File: src/rtl/core/mfp_pkg.sv
// ----------------------------------------------------------------------------
// mfp_pkg
// Shared types, codes and constants of the MIDI file event parser.
// ----------------------------------------------------------------------------
package mfp_pkg;

  localparam int TICK_BITS_DEFAULT = 32;
  localparam int NOTE_ADDR_W       = 11;   // 16 channels x 128 pitches
  localparam int NOTE_DEPTH        = 1 << NOTE_ADDR_W;
  localparam int TRACK_W           = 16;

  localparam logic [7:0] META_TEMPO = 8'h51;

  typedef enum logic [3:0] {
    KIND_CHANNEL   = 4'd0,
    KIND_NOTE      = 4'd1,
    KIND_UNMATCHED = 4'd2,
    KIND_TEMPO     = 4'd3,
    KIND_META_HEAD = 4'd4,
    KIND_META_BYTE = 4'd5,
    KIND_SKIPPED   = 4'd6,
    KIND_HEADER    = 4'd7,
    KIND_ERROR     = 4'd8
  } kind_t;

  typedef struct packed {
    kind_t        kind;
    logic [15:0]  track_index;
    logic [31:0]  tick;
    logic [7:0]   status_or_type;
    logic [7:0]   first_data;
    logic [7:0]   second_data;
    logic [31:0]  value;
    logic [31:0]  note_start;
    logic         end_of_track;
    logic         end_of_file;
  } res_t;

  typedef struct packed {
    logic                   rd;
    logic                   wr;
    logic [NOTE_ADDR_W-1:0] addr;
  } note_req_t;

  // "MThd" followed by the header length 0,0,0,6
  function automatic logic [7:0] file_sig(input logic [2:0] i);
    logic [7:0] r;
    case (i)
      3'd0:    r = 8'h4D;
      3'd1:    r = 8'h54;
      3'd2:    r = 8'h68;
      3'd3:    r = 8'h64;
      3'd7:    r = 8'h06;
      default: r = 8'h00;
    endcase
    return r;
  endfunction

  // "MTrk"
  function automatic logic [7:0] track_sig(input logic [1:0] i);
    logic [7:0] r;
    case (i)
      2'd0:    r = 8'h4D;
      2'd1:    r = 8'h54;
      2'd2:    r = 8'h72;
      default: r = 8'h6B;
    endcase
    return r;
  endfunction

endpackage

File: src/rtl/core/mfp_out_skid.sv
// ----------------------------------------------------------------------------
// mfp_out_skid
// Output register with a skid stage, so input is taken while a result waits.
// ----------------------------------------------------------------------------
module mfp_out_skid
  import mfp_pkg::*;
(
  input  logic clk,
  input  logic rst,
  input  logic in_valid,
  input  res_t in_res,
  output logic in_ready,
  output logic out_valid,
  output res_t out_res,
  input  logic out_ready
);

  logic skid_valid;
  res_t skid_res;

  assign in_ready = !skid_valid;

  always_ff @(posedge clk) begin
    if (rst) begin
      out_valid  <= 1'b0;
      skid_valid <= 1'b0;
    end else if (!out_valid || out_ready) begin
      if (skid_valid) begin
        out_res    <= skid_res;
        out_valid  <= 1'b1;
        skid_valid <= 1'b0;
      end else begin
        out_res   <= in_res;
        out_valid <= in_valid;
      end
    end else if (in_valid) begin
      skid_res   <= in_res;
      skid_valid <= 1'b1;
    end
  end

endmodule

File: config.mk
export PLATFORM = sky130hd
export DESIGN_NAME = mfp_out_skid
export DESIGN_NICKNAME = d
export VERILOG_FILES = /design/src/rtl/core/mfp_pkg.sv /design/src/rtl/core/mfp_out_skid.sv
export SDC_FILE = /design/constraint.sdc
export NUM_CORES = 1
export LEC_CHECK = 0
export BUFFER_PORTS_ARGS = -buffer_cell sky130_fd_sc_hd__buf_4
export CAP_MARGIN = 20
export CORE_MARGIN = 5
export CORE_UTILIZATION = 35
export DETAILED_ROUTE_END_ITERATION = 10
export PLACE_DENSITY = 0.66
export SLEW_MARGIN = 20
export SYNTH_ARGS = -nofsm -noshare
export SYNTH_HDL_FRONTEND = slang
export SYNTH_SLANG_ARGS = --single-unit
File: constraint.sdc
create_clock -name clk -period 17.6 [get_ports clk]
set_input_delay 0.88 -clock clk [delete_from_list [all_inputs] [get_ports clk]]
set_output_delay 0.88 -clock clk [all_outputs]
set_load 0.1 [all_outputs]
==> metrics.cfg <==
[outcome]
status = completed

[timing]
max_clock_freq_mhz = 309
period_needed_ps = 3240
relSlewSlack_pct = 29.9
rsz0062_at_grt = false
final-hold-violation-count = 0
worst_hold_slack_ps = 525
drv_slew = 0
fin_setup_tns_ps = 0
skew_ps = 8.33
worst_slew_pin_slew_ps = 1050
min_period_over_period_pct = 18.4
setup_viol = 0

[floorplan]
ios = 290
core_um2 = 29700
die_w_um = 184
dieArea_um2 = 33700
rows = 63
initial_core_util_pct = 35.5
die_y_um = 184

[pwr]
power.share.combinational_pct = 15.5
ir_worst_vdd_uv = 94.9
p_int_mw = 1.18
power.share.clock_pct = 35.8
seqPwrFrac_pct = 48.7
p_sw_uw = 441
p_per_area_nw_per_um2 = 116
p_sw_share_pct = 27.2
p_leak_nw = 5.26

[hold_path]
hold_class = in -> reg
holdCritStartpoint = in_res[121]
hold_depth = 1
worstHoldEndpoint = skid_res[121]

[final_layout]
fillerInstances = 2512
multiInputGateArea_um2 = 1860
final_area_um2 = 14100
final_nets = 908
regArea_um2 = 8570
area_growth_pct = 33.2
drive_gt1_share_pct = 61.5
diodes = 0

[yosys]
synth-edff-count = 284
synth_area_um2 = 10600
synthCells = 451
syn-num-nets = 597
yosys.area.top_type_share_pct = 80.8
synth_warnings = 0
yosys-top-cells-count = edfxtp_1, mux2_2, mux2_4
synth.top_cells.by_area = edfxtp_1, mux2_2, mux2_4
ys_seq_area_share_pct = 81.2
yosys_register_bits = 286
synth_most_common_cell = edfxtp_1
async_flop_share_pct = 0
syn_area_per_cell_um2 = 23.4
yosys.area.top_type = edfxtp_1
yosysUniqueCellTypes = 13
synth-main-ff-cell = edfxtp_1

[detailed_routing]
dr.pass1.iters = 4
wire_per_inst_um = 18.1
routed_wl_um = 21300
via_per_inst = 4.43
drt_iter0_markers = 243
num_vias = 5200
drc = 0
ant_nets = 0

[grt]
grt_pass1_vias = 5558
grt_pass1_wl_um = 31800
grt_max_degree = 79
grtUsageTotal_pct = 11.9
overflow = 0
antenna_found_initial = 0

[critical_path]
crit_type = in -> reg
ff2ff_path_depth = 4
cp_max_fo = 72
critical_path_required_ps = 17760
crit_slowest_cell = buf_4
worstPathArrival_ps = 3400
path_cells = buf_4 -> nand2b_1 -> nor3b_2 -> buf_4 -> buf_4
r2r-start = out_valid
cp_top_family = buffers and inverters
critPathMostFrequentCell = buf_4
path_buf_inv = 3
startpoint_type = input pin
slowest_delay_ps = 860
r2r-end = skid_res[1]
regToRegSetupSlack_ps = 14550
critPathCaptureType = flop

[clock_tree]
clockBufferDepth = 3
cts_tree = built
htree_levels = 1
path_clk_slew_ps = 60
cts-root-buf = clkbuf_16
clock_sinks = 286
cts_inserted_buffers = 30
cts_setup_buffers = 0
ctsHoldBuffers = 0
clk_latency_ps = 540
cts_resized = 0

[place]
place_hpwl_um = 14400
place_congestion = 0.740
portBuffers = 289
dpl-instance-area_um2 = 13100

[job]
max-cap-violations = 0

==> routing by layer <==
| layer | up-vias | global-route usage, % | routed length, um |
|---|---|---|---|
| li1 | 2430 | - | - |
| met1 | 2524 | 15.2 | 8690 |
| met2 | 211 | 19.1 | 10000 |
| met3 | 35 | 4.59 | 2160 |
| met4 | 0 | 3.16 | 444 |
| met5 | - | 0 | 0 |
==> cell families (layout without fill, tap and decap cells) <==
group | Yosys count | count (layout) | share of synthesized area [%]
AND/OR/NAND/NOR | 5 | 5 | 0.273
flip-flops | 286 | 286 | 81.2
multiplexers | 142 | 142 | 17.2
AO/OA/AOI/OAI | 1 | 1 | 0.0474
buffers and inverters | 17 | 351 | 1.27
==> layout by cell type (no fill, tap or decap), drive strengths merged, types with 2 or more instances in the layout <==
cell / netlist / layout
inv: 1 / 2
clkbuf: 0 / 36
edfxtp: 284 / 284
mux2: 142 / 142
clkinv: 0 / 16
dfxtp: 2 / 2
buf: 16 / 295
==> area by class of cell <==
| type | count | area share [%] |
|---|---|---|
| well taps | 390 | 3.47 |
| flip-flops and latches | 286 | 61.0 |
| clock buffers | 36 | 5.65 |
| multi-input cells | 148 | 13.3 |
| clock inverters | 19 | 0.863 |
| inverters | 1 | 0.0267 |
| repair buffers | 295 | 15.8 |
==> worst max path at each step <==
stage,end,cells after the start,from,slack (ps)
global placement,skid_res[91],5,out_ready,13820
global route,skid_res[98],5,out_ready,14220
detailed placement,skid_res[7],5,out_ready,13780
floorplan,skid_res[0],2,out_valid,5280
CTS,skid_res[7],5,out_ready,14360
finish,skid_res[1],5,out_ready,14360
==> metrics by stage <==
step	power (mW)	cells	setup WS, ps	util (%)
final	1.62	1175	14360	47.3
after global routing	1.69	1175	14220	47.3
after global placement	1.06	1120	13820	44.2
after CTS	1.65	1175	14360	47.3
after floorplan	0.991	451	5280	-
after detailed placement	1.06	1120	13780	44.2
==> sequential cells by signal, summed over array words and instances (netlist names) <==
| name | cells |
|---|---|
| out_valid | 1 |
| out_res | 142 |
| skid_res | 142 |
| skid_valid | 1 |
==> power by group through the flow <==
stage	Combinational, mW	Sequential, mW	Clock, mW
after floorplan	0.0350	0.956	0
after global placement	0.252	0.804	0
after detailed placement	0.254	0.804	0
after CTS	0.254	0.790	0.601
after global routing	0.260	0.792	0.633
final	0.252	0.790	0.582
No activity file was read; power rests on OpenSTA's default activity.
