`src/rtl/core/mfp_pkg.sv`:
```
// ----------------------------------------------------------------------------
// mfp_pkg
// Shared types, codes and constants of the MIDI file event parser.
// ----------------------------------------------------------------------------
package mfp_pkg;

  localparam int TICK_BITS_DEFAULT = 32;
  localparam int NOTE_ADDR_W       = 11;   // 16 channels x 128 pitches
  localparam int NOTE_DEPTH        = 1 << NOTE_ADDR_W;
  localparam int TRACK_W           = 16;

  localparam logic [7:0] META_TEMPO = 8'h51;

  typedef enum logic [3:0] {
    KIND_CHANNEL   = 4'd0,
    KIND_NOTE      = 4'd1,
    KIND_UNMATCHED = 4'd2,
    KIND_TEMPO     = 4'd3,
    KIND_META_HEAD = 4'd4,
    KIND_META_BYTE = 4'd5,
    KIND_SKIPPED   = 4'd6,
    KIND_HEADER    = 4'd7,
    KIND_ERROR     = 4'd8
  } kind_t;

  typedef struct packed {
    kind_t        kind;
    logic [15:0]  track_index;
    logic [31:0]  tick;
    logic [7:0]   status_or_type;
    logic [7:0]   first_data;
    logic [7:0]   second_data;
    logic [31:0]  value;
    logic [31:0]  note_start;
    logic         end_of_track;
    logic         end_of_file;
  } res_t;

  typedef struct packed {
    logic                   rd;
    logic                   wr;
    logic [NOTE_ADDR_W-1:0] addr;
  } note_req_t;

  // "MThd" followed by the header length 0,0,0,6
  function automatic logic [7:0] file_sig(input logic [2:0] i);
    logic [7:0] r;
    case (i)
      3'd0:    r = 8'h4D;
      3'd1:    r = 8'h54;
      3'd2:    r = 8'h68;
      3'd3:    r = 8'h64;
      3'd7:    r = 8'h06;
      default: r = 8'h00;
    endcase
    return r;
  endfunction

  // "MTrk"
  function automatic logic [7:0] track_sig(input logic [1:0] i);
    logic [7:0] r;
    case (i)
      2'd0:    r = 8'h4D;
      2'd1:    r = 8'h54;
      2'd2:    r = 8'h72;
      default: r = 8'h6B;
    endcase
    return r;
  endfunction

endpackage

```
`src/rtl/core/mfp_parser.sv`:
```
// ----------------------------------------------------------------------------
// mfp_parser
// Byte-level chunk and event parser; pairs note-offs through the note table.
// ----------------------------------------------------------------------------
module mfp_parser
  import mfp_pkg::*;
#(
  parameter int TICK_BITS = TICK_BITS_DEFAULT
) (
  input  logic                    clk,
  input  logic                    rst,
  input  logic                    accept,
  input  logic [7:0]              data_byte,
  output note_req_t               mem_req,
  output logic [TICK_BITS+16:0]   mem_wdata,
  input  logic [TICK_BITS+16:0]   mem_rdata,
  output logic                    res_valid,
  output res_t                    res
);

  typedef enum logic [3:0] {
    PH_FILE_HEAD, PH_TRACK_HEAD, PH_DELTA, PH_STATUS, PH_DATA1, PH_DATA2,
    PH_META_TYPE, PH_META_LEN, PH_META_DATA, PH_SKIP, PH_DONE, PH_ERROR
  } phase_t;

  phase_t                phase, phase_next;
  logic [3:0]            cnt, cnt_next;
  logic [31:0]           chunk_left, chunk_left_next;
  logic [TICK_BITS-1:0]  cur_tick, cur_tick_next;
  logic [TICK_BITS-1:0]  dacc, dacc_next;
  logic [23:0]           tacc, tacc_next;
  logic [7:0]            held_status, held_status_next;
  logic [7:0]            held_data, held_data_next;
  logic [31:0]           meta_left, meta_left_next;
  logic [15:0]           tracks_left, tracks_left_next;
  logic [15:0]           track_cnt, track_cnt_next;
  logic [15:0]           tpq, tpq_next;

  logic [7:0]            b;
  logic [3:0]            hi;
  logic [31:0]           chunk_dec, chunk_shift, meta_shift, meta_dec;
  logic [TICK_BITS-1:0]  dacc_shift, st_tick, note_len;
  logic [23:0]           tacc_shift;
  logic [15:0]           tracks_dec;
  logic                  body, emit, complete, err;
  logic                  ent_valid;
  logic [15:0]           ent_tag;

  assign b           = data_byte;
  assign hi          = held_status[7:4];
  assign chunk_dec   = chunk_left - 32'd1;
  assign chunk_shift = {chunk_left[23:0], b};
  assign meta_shift  = {meta_left[24:0], b[6:0]};
  assign meta_dec    = meta_left - 32'd1;
  assign dacc_shift  = {dacc[TICK_BITS-8:0], b[6:0]};
  assign tacc_shift  = {tacc[15:0], b};
  assign tracks_dec  = tracks_left - 16'd1;
  assign ent_valid   = mem_rdata[TICK_BITS+16];
  assign ent_tag     = mem_rdata[TICK_BITS+15:TICK_BITS];
  assign st_tick     = mem_rdata[TICK_BITS-1:0];
  assign note_len    = cur_tick - st_tick;
  assign mem_wdata   = {1'b1, track_cnt, cur_tick};

  always_comb begin
    phase_next       = phase;
    cnt_next         = cnt;
    chunk_left_next  = chunk_left;
    cur_tick_next    = cur_tick;
    dacc_next        = dacc;
    tacc_next        = tacc;
    held_status_next = held_status;
    held_data_next   = held_data;
    meta_left_next   = meta_left;
    tracks_left_next = tracks_left;
    track_cnt_next   = track_cnt;
    tpq_next         = tpq;
    body             = 1'b0;
    emit             = 1'b0;
    complete         = 1'b0;
    err              = 1'b0;
    mem_req          = '0;
    res              = '0;
    res.track_index  = track_cnt;
    res.tick         = 32'(cur_tick);

    if (accept) begin
      case (phase)
        PH_FILE_HEAD: begin
          if (cnt < 4'd8 && b != file_sig(cnt[2:0])) begin
            err = 1'b1;
          end else begin
            cnt_next = cnt + 4'd1;
            if (cnt == 4'd9)  held_status_next = b;
            if (cnt == 4'd10) tracks_left_next = {b, 8'h00};
            if (cnt == 4'd11) tracks_left_next = {tracks_left[15:8], b};
            if (cnt == 4'd12) tpq_next = {b, 8'h00};
            if (cnt == 4'd13) begin
              emit               = 1'b1;
              cnt_next           = '0;
              res.kind           = KIND_HEADER;
              res.tick           = '0;
              res.status_or_type = held_status;
              res.value          = {16'h0, tpq[15:8], b};
              res.note_start     = {16'h0, tracks_left};
              if (tracks_left == 16'd0) begin
                res.end_of_file = 1'b1;
                phase_next      = PH_DONE;
              end else begin
                phase_next = PH_TRACK_HEAD;
              end
              tpq_next = {tpq[15:8], b};
            end
          end
        end
        PH_TRACK_HEAD: begin
          if (cnt < 4'd4 && b != track_sig(cnt[1:0])) begin
            err = 1'b1;
          end else begin
            cnt_next = cnt + 4'd1;
            if (cnt >= 4'd4) chunk_left_next = chunk_shift;
            if (cnt == 4'd7) begin
              cnt_next      = '0;
              cur_tick_next = '0;
              dacc_next     = '0;
              phase_next    = PH_DELTA;
              if (chunk_shift == 32'd0) begin
                // empty track: closes at once
                emit     = 1'b1;
                complete = 1'b1;
                res.kind = KIND_SKIPPED;
                res.tick = '0;
              end
            end
          end
        end
        PH_DELTA: begin
          body      = 1'b1;
          dacc_next = dacc_shift;
          if (!b[7]) begin
            cur_tick_next = cur_tick + dacc_shift;
            dacc_next     = '0;
            phase_next    = PH_STATUS;
          end
        end
        PH_STATUS: begin
          body             = 1'b1;
          held_status_next = b;
          if (b[7:4] == 4'hF)  phase_next = PH_META_TYPE;
          else if (b[7])       phase_next = PH_DATA1;
          else                 phase_next = PH_SKIP;
        end
        PH_DATA1: begin
          body = 1'b1;
          if (hi == 4'hC || hi == 4'hD) begin
            emit               = 1'b1;
            complete           = 1'b1;
            res.kind           = KIND_CHANNEL;
            res.status_or_type = held_status;
            res.first_data     = b;
          end else begin
            held_data_next = b;
            phase_next     = PH_DATA2;
            // fetch the open note now; the entry is ready for the next byte
            mem_req.rd     = 1'b1;
            mem_req.addr   = {held_status[3:0], b[6:0]};
          end
        end
        PH_DATA2: begin
          body               = 1'b1;
          emit               = 1'b1;
          complete           = 1'b1;
          res.status_or_type = held_status;
          res.first_data     = held_data;
          res.second_data    = b;
          mem_req.addr       = {held_status[3:0], held_data[6:0]};
          if (hi == 4'h8) begin
            if (ent_valid && ent_tag == track_cnt) begin
              res.kind       = KIND_NOTE;
              res.value      = 32'(note_len);
              res.note_start = 32'(st_tick);
            end else begin
              res.kind = KIND_UNMATCHED;
            end
          end else begin
            res.kind   = KIND_CHANNEL;
            mem_req.wr = (hi == 4'h9);
          end
        end
        PH_META_TYPE: begin
          body           = 1'b1;
          held_data_next = b;
          meta_left_next = '0;
          phase_next     = PH_META_LEN;
        end
        PH_META_LEN: begin
          body           = 1'b1;
          meta_left_next = meta_shift;
          if (!b[7]) begin
            tacc_next          = '0;
            res.status_or_type = held_data;
            if (held_data == META_TEMPO) begin
              if (meta_shift == 32'd0) begin
                emit     = 1'b1;
                complete = 1'b1;
                res.kind = KIND_TEMPO;
              end else begin
                phase_next = PH_META_DATA;
              end
            end else begin
              emit      = 1'b1;
              res.kind  = KIND_META_HEAD;
              res.value = meta_shift;
              if (meta_shift == 32'd0) complete = 1'b1;
              else                     phase_next = PH_META_DATA;
            end
          end
        end
        PH_META_DATA: begin
          body               = 1'b1;
          meta_left_next     = meta_dec;
          res.status_or_type = held_data;
          if (held_data == META_TEMPO) begin
            tacc_next = tacc_shift;
            if (meta_dec == 32'd0) begin
              emit      = 1'b1;
              complete  = 1'b1;
              res.kind  = KIND_TEMPO;
              res.value = {8'h00, tacc_shift};
              tacc_next = '0;
            end
          end else begin
            emit           = 1'b1;
            complete       = (meta_dec == 32'd0);
            res.kind       = KIND_META_BYTE;
            res.first_data = b;
            res.value      = meta_dec;
          end
        end
        PH_SKIP: begin
          body               = 1'b1;
          emit               = 1'b1;
          complete           = 1'b1;
          res.kind           = KIND_SKIPPED;
          res.status_or_type = held_status;
          res.first_data     = b;
        end
        default: ;
      endcase

      if (body) chunk_left_next = chunk_dec;
      if (body && !complete && chunk_dec == 32'd0) err = 1'b1;

      if (err) begin
        emit            = 1'b1;
        res             = '0;
        res.kind        = KIND_ERROR;
        res.track_index = track_cnt;
        phase_next      = PH_ERROR;
      end else if (complete) begin
        phase_next = PH_DELTA;
        if (chunk_left_next == 32'd0) begin
          res.end_of_track = 1'b1;
          track_cnt_next   = track_cnt + 16'd1;
          tracks_left_next = tracks_dec;
          if (tracks_dec == 16'd0) begin
            res.end_of_file = 1'b1;
            phase_next      = PH_DONE;
          end else begin
            phase_next = PH_TRACK_HEAD;
            cnt_next   = '0;
          end
        end
      end
    end
    res_valid = emit;
  end

  always_ff @(posedge clk) begin
    if (rst) begin
      phase       <= PH_FILE_HEAD;
      cnt         <= '0;
      chunk_left  <= '0;
      cur_tick    <= '0;
      dacc        <= '0;
      tacc        <= '0;
      held_status <= '0;
      held_data   <= '0;
      meta_left   <= '0;
      tracks_left <= '0;
      track_cnt   <= '0;
      tpq         <= '0;
    end else begin
      phase       <= phase_next;
      cnt         <= cnt_next;
      chunk_left  <= chunk_left_next;
      cur_tick    <= cur_tick_next;
      dacc        <= dacc_next;
      tacc        <= tacc_next;
      held_status <= held_status_next;
      held_data   <= held_data_next;
      meta_left   <= meta_left_next;
      tracks_left <= tracks_left_next;
      track_cnt   <= track_cnt_next;
      tpq         <= tpq_next;
    end
  end

endmodule

```
`config.mk`:
```
export PLATFORM = sky130hd
export DESIGN_NAME = mfp_parser
export DESIGN_NICKNAME = d
export VERILOG_FILES = /design/src/rtl/core/mfp_pkg.sv /design/src/rtl/core/mfp_parser.sv
export SDC_FILE = /design/constraint.sdc
export NUM_CORES = 1
export LEC_CHECK = 0
export ABC_AREA = 1
export ABC_CLOCK_PERIOD_IN_PS = 4610
export BUFFER_PORTS_ARGS = -buffer_cell sky130_fd_sc_hd__clkbuf_2
export CELL_PAD_IN_SITES_DETAIL_PLACEMENT = 1
export CELL_PAD_IN_SITES_GLOBAL_PLACEMENT = 1
export CORE_MARGIN = 4
export CORE_UTILIZATION = 43
export CTS_CLUSTER_SIZE = 24
export DETAILED_ROUTE_END_ITERATION = 8
export HOLD_SLACK_MARGIN = 0.06
export PLACE_DENSITY_LB_ADDON = 0.1
export SKIP_LAST_GASP = 1
export SYNTH_ARGS = -nofsm -noshare
export SYNTH_HDL_FRONTEND = slang
export SYNTH_SLANG_ARGS = --single-unit
```
`constraint.sdc`:
```
create_clock -name clk -period 4.61 [get_ports clk]
set_input_delay 0.461 -clock clk [delete_from_list [all_inputs] [get_ports clk]]
set_output_delay 0.461 -clock clk [all_outputs]
set_load 0.1 [all_outputs]
```
==> metrics.txt <==
outcome complete, no violations; Max stage delay on crit path 0.34 ns; DR iter-0 viols 2032; setup TNS 0 ns; DRC 0; worst min-delay path category in2reg; Area growth syn-to-layout 27.51%; Routed Antenna Nets 0; WL final 86370 µm; top cells by count, synth 720 x nand2_1, 425 x nor2_1, 356 x inv_1; crit-path max FO 32; TritonCTS Buffers 26; gr usage total 0.3648; cell taking the most area after synthesis dfxtp_1; Core Box Area 41110 µm²; Die Height 212.5 µm; row count 74; Tcrit/Tclk final 0.9650; delay-heaviest family, CP simple AND/OR/NAND/NOR gates; Filler Cells Inserted 5598; post-synthesis register bit count 201; sequential fraction of the synthesis area 0.2238; Fmax achieved 0.2248 GHz; routed vias/inst 5.979; CP max stage cell dfxtp_1; leak pwr 9.949 nW; Yosys warnings 0; VDD IR-drop max 0.3058 mV; Final WS setup 0.1612 ns; DRT Pass-1 Iters 7; Mapped Cells 3074; Worst Tran Pin Value 1.169 ns; Starting Density 0.4373; ys async rst share 0; Tmin final 4.449 ns; initial antenna violation count 2; startpoint types register; CTS tree yes; pin count of the biggest net entering global routing 86; Port-buffer cells 263; synth unique cells 57; vias in the first global route 23388; first-pass GRT wire length 131600 µm; Synth top area share 0.2238; routed len/inst 22.50 µm; Hold Fails Final Rpt 0; max_cap viols 0; Die Width 212.5 µm; worst path buffer plus inverter count 4; Relative slew margins 0.2171; Net Count, Synth 3212; Congestion Overflow GR 0; hpwl dp 65560 µm; Clock Skew 0.01702 ns; Syn Std Cell Area 17980 µm²; dpl ws 0.4751 ns; Critical Path Most Common Cell nand2_1; total power 11.64 mW; critical path class reg2out; root buffer cell clkbuf_16; Synth Flop Type dfxtp_1; PwrDens 507.7 nW/µm²; Die Area 45150 µm²; DR vias 22948; top cells by area, synth dfxtp_1 22%, nand2_1 15%, a21oi_1 9.1%, nor2_1 8.9%, inv_1 7.4%; Final Setup Violations 0; Final Max Tran Viols 0; Sink Count 201; H-tree Lvls 1; share of cells above drive strength 1 0.1510; clock buffer depth 3; RePlAce Congestion 0.9756; Req. time, crit path 4.15 ns; clk_lat worst skew 0.57 ns; Final #Nets 3423; Worst EP arrival 3.99 ns; Worst-path clk slew 0.06 ns; cells along the critical path inv_1, ha_1, nand3_2, nor2_2, nand3_1, nand2_1, nand2_1, nor2_1, nand3_1, nor2_1, nand2_1, nor2_1, nand3_1, nand2_1, o21ai_1, inv_1, buf_12, nor2_2, buf_12; r2r setup slk 0.58 ns; top-count cell post-synth nand2_1; EDFF count, synth 0; Worst Setup End Kind primary output; io pins 265; syn_area_per_cell 5.849 µm²
==> cell families after synthesis <==
| logic type | count (synthesis) | share of synthesized area |
|---|---|---|
| flops | 201 | 0.2238 |
| other cells | 1 | 0.0002086 |
| fa+ha+maj | 78 | 0.05512 |
| xor+xnor | 71 | 0.03459 |
| compound gates | 706 | 0.2232 |
| buf+inv | 511 | 0.1129 |
| simple gates | 1506 | 0.3502 |
==> path summary, 6_finish.rpt <==
check                                                start                        end  depth (start not counted)
worst max-delay path            chunk_left[0]$_SDFFE_PP0P_                   res[108]                         19
worst min-delay path                          data_byte[7]       dacc[6]$_SDFFE_PP0P_                          4
worst min register to register        tpq[11]$_SDFFE_PP0P_       tpq[11]$_SDFFE_PP0P_                          2
worst max register to register       phase[3]$_SDFFE_PP0P_  cur_tick[13]$_SDFFE_PP0P_                         16
==> cell usage in the layout, fill, tap and decap left out, types with 30 or more instances in the layout <==
cell type	netlist	routed
buf_12	0	121
xor2_1	47	47
buf_4	20	60
inv_1	356	353
dfxtp_1	201	201
nand3_1	205	203
o21ai_0	186	185
nor2_1	425	381
clkbuf_2	0	136
a21oi_1	328	317
nor2_2	9	44
nand4_1	44	44
a22oi_1	36	36
nand2_1	720	719
o211ai_1	30	30
ha_1	76	75
==> metrics by stage <==
stage	instance area [µm²]	hold slack [ns]	util	instances
floorplan	18010	0.4297	-	3074
global placement	21550	0.4481	0.5242	3777
detailed placement	21550	0.4549	0.5242	3777
CTS	22560	0.3519	0.5489	3825
global route	22920	0.3902	0.5576	3837
finish	22920	0.3968	0.5576	3838
==> area by class of cell <==
| type | count | area [µm²] | area share |
|---|---|---|---|
| multi-input combinational | 2362 | 12250 | 0.5344 |
| timing repair inverter | 1 | 7.507 | 0.0003275 |
| clock buffer | 37 | 803.3 | 0.03504 |
| antenna | 1 | 2.502 | 0.0001092 |
| inverter | 374 | 1408 | 0.06140 |
| clock inverter | 11 | 187.7 | 0.008187 |
| tap | 532 | 665.6 | 0.02904 |
| sequential | 201 | 4024 | 0.1755 |
| timing repair buffer | 319 | 3576 | 0.1560 |
==> power breakdown <==
part / leakage (nW) / switching (mW) / internal (mW)
sequential: 1.63 / 0.306 / 1.94
clock: 0.481 / 0.895 / 1.49
combinational: 7.84 / 5.06 / 1.95
total: 9.95 / 6.26 / 5.37
==> sequential cells by signal (all words and copies together), names as in the netlist <==
name,cells
cnt,4
tacc,16
held_data,8
meta_left,32
tracks_left,16
held_status,8
chunk_left,32
track_cnt,16
phase,4
cur_tick,32
dacc,25
tpq,8
==> repair_timing <==
item,in CTS,in global routing
setup endpoints to repair,17,116
pin swaps,0,3
setup buffers,0,11
cloned,0,1
gates resized for setup,5,80
hold buffers,0,0
==> metal layers <==
metal | track usage | share of wire
met1 | 0.4827 | 0.42
met2 | 0.5954 | 0.46
met3 | 0.07791 | 0.088
met4 | 0.1179 | 0.032
met5 | 0 | 0.00039
==> worst min-delay path: stages <==
cell	delay, ns
clkbuf_2	0.10
buf_4	0.19
nand3_1	0.09
a21oi_1	0.06
Power figures use the tool's default switching activity.
